### src/hw/rtl/lis_pkg.sv
// Shared constants and types for the longest increasing subsequence block.
package lis_pkg;

	localparam int VALUE_W         = 17;
	localparam int LENGTH_W        = 10;
	localparam int MAX_LEN_DEFAULT = 512;

	typedef enum logic [1:0] {
		S_IDLE,
		S_SEARCH,
		S_FIN
	} lis_state_t;

endpackage

### src/hw/rtl/lis_step.sv
// One binary-search step: opens the [lo, hi) window on start, else narrows it, and picks the next probe.
module lis_step #(
	parameter int CNT_W = 10,
	parameter int IDX_W = 9
) (
	input  logic                       start,
	input  logic [CNT_W-1:0]           run_len,
	input  logic [CNT_W-1:0]           lo,
	input  logic [CNT_W-1:0]           hi,
	input  logic [IDX_W-1:0]           mid,
	input  logic [lis_pkg::VALUE_W-1:0] probe,
	input  logic [lis_pkg::VALUE_W-1:0] key,
	output logic [CNT_W-1:0]           lo_n,
	output logic [CNT_W-1:0]           hi_n,
	output logic [IDX_W-1:0]           mid_n,
	output logic                       more
);
	import lis_pkg::*;

	logic [CNT_W:0] sum;

	always_comb begin
		if (start) begin
			lo_n = '0;
			hi_n = run_len;
		end else if (probe < key) begin
			lo_n = CNT_W'(mid) + CNT_W'(1);
			hi_n = hi;
		end else begin
			lo_n = lo;
			hi_n = CNT_W'(mid);
		end
		more  = lo_n < hi_n;
		sum   = {1'b0, lo_n} + {1'b0, hi_n};
		mid_n = IDX_W'(sum >> 1);
	end

endmodule

### config.mk
export PLATFORM = sky130hd
export DESIGN_NAME = lis_step
export DESIGN_NICKNAME = d
export VERILOG_FILES = /design/src/hw/rtl/lis_pkg.sv /design/src/hw/rtl/lis_step.sv
export SDC_FILE = /design/constraint.sdc
export NUM_CORES = 1
export LEC_CHECK = 0
export ABC_AREA = 1
export BUFFER_PORTS_ARGS = -buffer_cell sky130_fd_sc_hd__buf_2
export CAP_MARGIN = 20
export CORE_MARGIN = 1.5
export CORE_UTILIZATION = 46
export DETAILED_ROUTE_END_ITERATION = 10
export GPL_TIMING_DRIVEN = 1
export PLACE_DENSITY = 0.85
export SYNTH_ARGS = -nofsm -noshare
export SYNTH_HDL_FRONTEND = slang
export SYNTH_SLANG_ARGS = --single-unit
### constraint.sdc
create_clock -name vclk -period 4.4
set_clock_uncertainty 0.15 [all_clocks]
set_input_delay 0.44 -clock vclk [all_inputs]
set_output_delay 0.44 -clock vclk [all_outputs]
set_load 0.02 [all_outputs]
Yosys cells after proc, flatten, opt, wreduce, memory -nomap -nowiden
Cells that the tools add are included.

Register bits: 0. Input port bits: 74. Output and inout port bits: 30. Word-level logic and storage cells: 8.

Add/sub/neg operators: 2. Order comparisons: 2. Muxes and demuxes: 4.

Operators with widths (number): two-way mux 10 bit (4); < comparator 17 bit (1); adder 10 bit (1); adder 9 x 1 -> 10 bit (second input constant) (1); < comparator 10 bit (1).

Depth between registers and ports, before layout
Gate-level depths: netlist of run 1.

Word-level depth: 4. Depth in mapped cells: 23. Gate-level depth less buffers: 23.

Least setup slack after synthesis of run 1
OpenSTA, ideal clock, no wires.

Path kind: input to output. Start point: input port key[16] (netlist bit). End point: output port mid_n[5]. Arrival time: 3.596 ns. Data required time: 3.810 ns. Slack: 0.214 ns. Cell stages on the path: 17. Buffers on the path: 1. Path through: inv_1 > ha_1 > nand2_1 > nor2_2 > nand2_1 > nor2_2 > nor2_4 > nand2_4 > clkbuf_1 > nor2_1 > nor3_1 > inv_1 > fa_1 > o21ai_2 > nand2_1 > nand2_1 > xor2_1.

Word-level cells in the longest chain between the ends: 4. Elaborated cells on any way between the ends: 6. Those cells by class: 1 x add/sub; 1 x order compare; 4 x mux.

Ends and longest elaborated chain: start: declaration (line lis_step.sv:12) `input logic [lis_pkg::VALUE_W-1:0] key,`; < comparator 17 bit (line lis_step.sv:26) `end else if (probe < key) begin`; two-way mux 10 bit (line lis_step.sv:26); two-way mux 10 bit (line lis_step.sv:23) `if (start) begin`; named net lo_n[1] (line lis_step.sv:13) `output logic [CNT_W-1:0] lo_n,`; adder 10 bit (line lis_step.sv:34) `sum = {1'b0, lo_n} + {1'b0, hi_n};`; end: declaration (line lis_step.sv:15) `output logic [IDX_W-1:0] mid_n,`.

The timed path passes the listed nets, and every way through them passes these cells.

Worst setup path after layout of run 1
Start point: input port key[16] (netlist bit). End point: output port mid_n[8].

Word-level cells in the longest chain between the ends: 4. Elaborated cells on any way between the ends: 6. Those cells by class: 1 x add/sub; 1 x order compare; 4 x mux.

Ends and longest elaborated chain (line): < comparator 17 bit (*) (lis_step.sv:26); two-way mux 10 bit (lis_step.sv:26); two-way mux 10 bit (lis_step.sv:23); adder 10 bit (*) (lis_step.sv:34).

Every way passes the cells marked *; elsewhere a longest branch is shown, timed or not.

==> results.md, run 1 <==
* Worst Hold Depth at 4
* Core Region at 3420 um^2
* Grt ovf at 0
* Warnings, synthesis at 0
* Final Util at 66.7%
* Mapped Nets at 400
* Critical Path Max Stage Delay at 360 ps
* Sequential share of the synthesized area at 0%
* Cell area after layout at 2280 um^2
* Main area contributors after synthesis: ha_1 (25%), inv_1 (15%), nand2_1 (10%)
* Reg area at 0 um^2
* Critical path capture point type: output pin
* Commonest non-fill, non-tap cell in the layout: buf_2
* CP dominant cell by count: nand2_1
* Input/output buffers at 104
* CP Cell Sequence: buf_2, inv_1, ha_1, nand2_1, nor2_2, nand2_1, nor2_2, nor2_4, nand2_4, clkinvlp_4, buf_4, nor2_1, a211oi_2, ha_1, inv_1, a21oi_1, o21bai_1, a21oi_1, nand2_1, nand2_1, nand2_1, buf_2
* CP arrival at 3450 ps
* First-pass GRT wire length at 8090 um
* Post-route DRC at 0
* Mean post-synth cell area at 5.78 um^2
* Starting Density at 49.2%
* Synth unique cells at 28
* # hold bufs at CTS at 0
* Die width at 63.5 um
* Pleak at 1.47 nW
* DIE AREA at 4030 um^2
* Final WS setup at 358 ps
* Fin crit share at 91.9%
* Setup tns final at 0 ps
* Routed vias at 2115
* CP max-delay cell: ha_1
* Fmax at 247 MHz
* Worst Hold Margin at 1110 ps
* Min-delay worst type: in -> out
* Iter 0 DRT Violations at 94
* Post-DP HPWL at 4140 um
* Hold Fails Final Rpt at 0
* Die outline height at 63.5 um
* Post-DP Area at 2240 um^2
* Routed WL per cell at 10.8 um
* PwrDens at 174 nW/um^2
* Vias per cell at 4.80
* Row count at 21
* Crit path kind: in -> out
* Peak VDD IR at 0.000123 V
* Rel. slew slack at 62.5%
* Share of the synthesized area in the top cell type at 25.3%
* Mapped Area at 1680 um^2
* Vias in the first global route at 1944
* Max-slew violation count at 0
* Minimum clock period at 4040 ps
* Routability-driven placement congestion ratio at 0.898
* Ports at 104
* Commonest cells after routing, fill and taps aside: buf_2 (104), inv_1 (67), nand2_1 (47)
* Drt pass-1 iters at 4
* Seq Cell Count at 0
* Cells after Synth at 291
* Setup repair after global routing missed its margin: false
* Status: finished clean
* Final ANT Viol Nets at 0
* Initial antenna violation count at 0
* Startpoint types: input pin
* Gr usage total at 23.4%
* Measured slew at the worst slew-check pin at 556 ps
* Area grow syn2layout at 35.6%
* Critical Path RT at 3810 ps
* Layout Nets at 506
* Largest net degree at the start of global routing at 21
* Clkbuf count at 0
* Layout cells sized above 1 at 32.4%
* CP max FO at 19
* Final setup viols at 0
* # diodes at 0
* Max-cap violations at 0
* Yosys top cell by area: ha_1
* DP Worst Slack at 287 ps
* Final wirelength at 4770 um
-- cells by family after synthesis --
group,after synthesis,share of synthesized area (%)
AND/OR/NAND/NOR,113,31.9
buffers and inverters,74,17.0
AO/OA/AOI/OAI,57,18.4
adder cells (fa/ha/maj),35,26.5
XOR/XNOR,12,6.25
-- worst max-delay path, delay by kind of cell --
kind,cells,cell delay (ps)
fa+ha+maj,2,640
buf+inv,6,810
compound gates,4,550
simple gates,10,1010
-- cell type report --
cell class	instances	area, um^2
inverter	69	263
timing repair buffer	109	558
multi-input combinational	217	1400
fill	321	1140
tap	46	57.6
-- timing repair --
action,4_1_cts,5_1_grt
resized for setup,0,2
endpoints found under the setup margin,0,4
buffers inserted,0,4
-- synth_stat cells, drive strengths merged --
master   n
nor2    23
fa       1
nand3b   2
nand3   23
xor2    11
o211ai   1
a211oi   2
nor3     7
ha      34
inv     69
buf      1
or2      1
o21ai   22
xnor2    1
nand4    1
a21o     2
nand2   56
a21oi   27
o21a     1
o21bai   2
clkbuf   4
-- per-stage QoR --
stage	cells	total power (W)
CTS	437	0.000389
detailed placement	437	0.000386
global route	441	0.000446
floorplan	291	0.000267
global placement	437	0.000381
finish	441	0.000397
-- per-layer routing --
metal	up-vias	GRT usage (%)	wire, um
met5	-	0	0
met1	893	29.6	2190
met4	0	4.08	57
met3	8	3.39	355
li1	1134	-	-
met2	80	42.1	2170
-- worst paths after layout --
check / start / to / slack (ps)
worst max-delay path: key[16] / mid_n[8] / 360
worst min-delay path: run_len[0] / hi_n[0] / 1110
-- power breakdown --
group          switching [W]  internal (W)  leakage [nW]
Sequential                 0             0             0
Clock                      0             0             0
Combinational       0.000248      0.000149          1.47
No activity file was read; power rests on OpenSTA's default activity.
==> run 2, diff against run 1 <==
--- a/config.mk
+++ b/config.mk
@@ -5,14 +5,13 @@
 export SDC_FILE = /design/constraint.sdc
 export NUM_CORES = 1
 export LEC_CHECK = 0
-export ABC_AREA = 1
 export BUFFER_PORTS_ARGS = -buffer_cell sky130_fd_sc_hd__buf_2
 export CAP_MARGIN = 20
 export CORE_MARGIN = 1.5
 export CORE_UTILIZATION = 46
 export DETAILED_ROUTE_END_ITERATION = 10
 export GPL_TIMING_DRIVEN = 1
-export PLACE_DENSITY = 0.85
+export PLACE_DENSITY = 0.86
 export SYNTH_ARGS = -nofsm -noshare
 export SYNTH_HDL_FRONTEND = slang
 export SYNTH_SLANG_ARGS = --single-unit
==> run 2 against run 1 <==
Non-clock buffer count grew 17. Sequential share of layout area is the same. Cell count decreased by 9.8%.
==> results.md, run 2 <==
* Status: finished clean (unchanged)
* Cells after Synth at 234 (was 291)
* Largest net degree at the start of global routing at 36 (was 21)
* Share of the synthesized area in the top cell type at 25.8% (was 25.3%)
* Top cells by count, synth: ha_1 (34), inv_1 (32), nor2_1 (24), a21oi_1 (19), nand2_1 (16) (was inv_1 (68), nand2_1 (47), ha_1 (34), a21oi_1 (27), nand3_1 (22))
* Clock power frac at 0% (about the same)
* Synth unique cells at 47 (was 28)
* Commonest non-fill, non-tap cell in the layout: buf_2 (unchanged)
* Ports at 104 (unchanged)
* Die width at 62.9 um (was 63.5 um)
* CP arrival at 3680 ps (was 3450 ps)
* Rel. slew slack at 58.7% (was 62.5%)
* Core Region at 3390 um^2 (was 3420 um^2)
* Psw at 0.000255 W (was 0.000248 W)
* Critical path capture point type: output pin (unchanged)
* CP max FO at 4 (was 19)
* Critical Path RT at 3810 ps (about the same)
* Area grow syn2layout at 48.5% (was 35.6%)
* Setup tns final at 0 ps (unchanged)
* Sequential power share at 0% (about the same)
* Sequential share of the synthesized area at 0% (unchanged)
* Die outline height at 62.9 um (was 63.5 um)
* Placed cells at 386 (was 437)
* Drt pass-1 iters at 4 (unchanged)
* Vias per cell at 5.30 (was 4.80)
* Vias in the first global route at 1837 (was 1944)
* Peak VDD IR at 0.000133 V (was 0.000123 V)
* Gr usage total at 23.4% (about the same)
* Routability-driven placement congestion ratio at 0.909 (was 0.898)
* Initial antenna violation count at 0 (unchanged)
* Grt ovf at 0 (unchanged)
* Row count at 21 (unchanged)
* Layout Nets at 463 (was 506)
* Hold Fails Final Rpt at 0 (unchanged)
* Starting Density at 48.7% (was 49.2%)
* Min-delay worst type: in -> out (unchanged)
* Reg area at 0 um^2 (unchanged)
* Fin crit share at 97.0% (was 91.9%)
* First-pass GRT wire length at 7910 um (was 8090 um)
* # diodes at 0 (unchanged)
* Switching Fraction at 55.9% (was 62.5%)
* Clkbuf count at 0 (unchanged)
* Power Internal at 0.000202 W (was 0.000149 W)
* Final ANT Viol Nets at 0 (unchanged)
* Startpoint types: input pin (unchanged)
* Mapped Nets at 343 (was 400)
* CP Cell Sequence: buf_2, ha_1, a21oi_1, nand2_1, a221oi_2, nand2_2, mux2i_1, or2_2, fa_2, or4b_4, a31oi_4, a211oi_1, xor2_1, buf_4 (was buf_2, inv_1, ha_1, nand2_1, nor2_2, nand2_1, nor2_2, nor2_4, nand2_4, clkinvlp_4, buf_4, nor2_1, a211oi_2, ha_1, inv_1, a21oi_1, o21bai_1, a21oi_1, nand2_1, nand2_1, nand2_1, buf_2)
* Final WS setup at 130 ps (was 358 ps)
* Fmax at 234 MHz (was 247 MHz)
* Critical Path Max Stage Delay at 560 ps (was 360 ps)
* Post-route DRC at 0 (unchanged)
* Minimum clock period at 4270 ps (was 4040 ps)
* Max-cap violations at 0 (unchanged)
* Commonest cells after routing, fill and taps aside: buf_2 (101), inv_1 (32), ha_1 (32) (was buf_2 (104), inv_1 (67), nand2_1 (47))
* Main area contributors after synthesis: ha_1 (26%), inv_1 (7.3%), mux2i_1 (6.1%) (was ha_1 (25%), inv_1 (15%), nand2_1 (10%))
* Warnings, synthesis at 0 (unchanged)
* Worst path top cell family by delay: simple AND/OR/NAND/NOR gates (unchanged)
* Final wirelength at 5220 um (was 4770 um)
* Gate power share at 100.0% (about the same)
* Routed vias at 2111 (was 2115)
* Layout cells sized above 1 at 42.3% (was 32.4%)
* DP Worst Slack at -27.8 ps (was 287 ps)
* Crit path kind: in -> out (unchanged)
* Measured slew at the worst slew-check pin at 619 ps (was 556 ps)
* Max-slew violation count at 0 (unchanged)
* Post-DP HPWL at 4230 um (was 4140 um)
* # hold bufs at CTS at 0 (unchanged)
* Iter 0 DRT Violations at 128 (was 94)
* Most frequent cell after synthesis: ha_1 (was inv_1)
* Yosys top cell by area: ha_1 (unchanged)
* Input/output buffers at 104 (unchanged)
* PwrDens at 187 nW/um^2 (was 174 nW/um^2)
* Seq Cell Count at 0 (unchanged)
* Final setup viols at 0 (unchanged)
* Non-Filler Instances at 398 (was 441)
* CP max-delay cell: or4b_4 (was ha_1)
* Number of buffers and inverters on the critical path at 2 (was 6)
* Fillers at 268 (was 321)
* Pleak at 1.35 nW (was 1.47 nW)
* Mean post-synth cell area at 7.05 um^2 (was 5.78 um^2)
* DIE AREA at 3950 um^2 (was 4030 um^2)
* Routed WL per cell at 13.1 um (was 10.8 um)
* Mapped Area at 1650 um^2 (was 1680 um^2)
[run 2: changes by cell type in the layout (fill, tap and decap cells not counted), moves of 13 or more]
cell     change
inv_1       -35
o21ai_0     -13
nand3_1     -15
nand2_1     -31
buf_4       +19
[run 2: worst paths after layout]
check,start,endpoint,depth (start not counted)
worst min-delay path,run_len[0],hi_n[0],4
worst max-delay path,probe[15],mid_n[7],14
[run 2: layout make-up]
type / instances / area [um^2] / share of cell area, %
inverters: 32 / 120 / 4.91
multi-input cells: 194 / 1570 / 63.9
well taps: 46 / 57.6 / 2.35
repair buffers: 126 / 706 / 28.8
[run 2: cells by family after synthesis]
| kind of cell | after synthesis | synth area share [%] |
|---|---|---|
| AND/OR/NAND/NOR | 74 | 22.8 |
| XOR/XNOR | 14 | 7.44 |
| multiplexers | 10 | 6.07 |
| AO/OA/AOI/OAI | 61 | 27.1 |
| buffers and inverters | 40 | 9.56 |
| adder cells (fa/ha/maj) | 35 | 27.0 |
[run 2: power groups by stage]
stage                     sequential [W]  clock, W  combinational [W]
final                                  0         0           0.000457
after global routing                   0         0           0.000496
after CTS                              0         0           0.000415
after detailed placement               0         0           0.000410
after global placement                 0         0           0.000401
after floorplan                        0         0           0.000272
[run 2: through the flow]
step                      instance area [um^2]  hold slack (ps)  utilization, %  power (W)
after floorplan                           1660              933               -   0.000272
after global placement                    2270             1090            67.0   0.000401
after detailed placement                  2270             1090            67.0   0.000410
after CTS                                 2290             1100            67.5   0.000415
after global routing                      2450             1140            72.2   0.000496
final                                     2450             1100            72.2   0.000457
[run 2: timing repair]
action,4_1_cts,5_1_grt
gates resized for setup,3,17
buffers inserted,0,12
pin swaps,0,9
setup endpoints to repair,2,5
[run 2: routing by layer]
metal  global-route usage, %  routed length, um
met3                    1.62                313
met5                       0                  0
met4                    1.94                 40
met1                    31.2               2270
met2                    42.4               2590
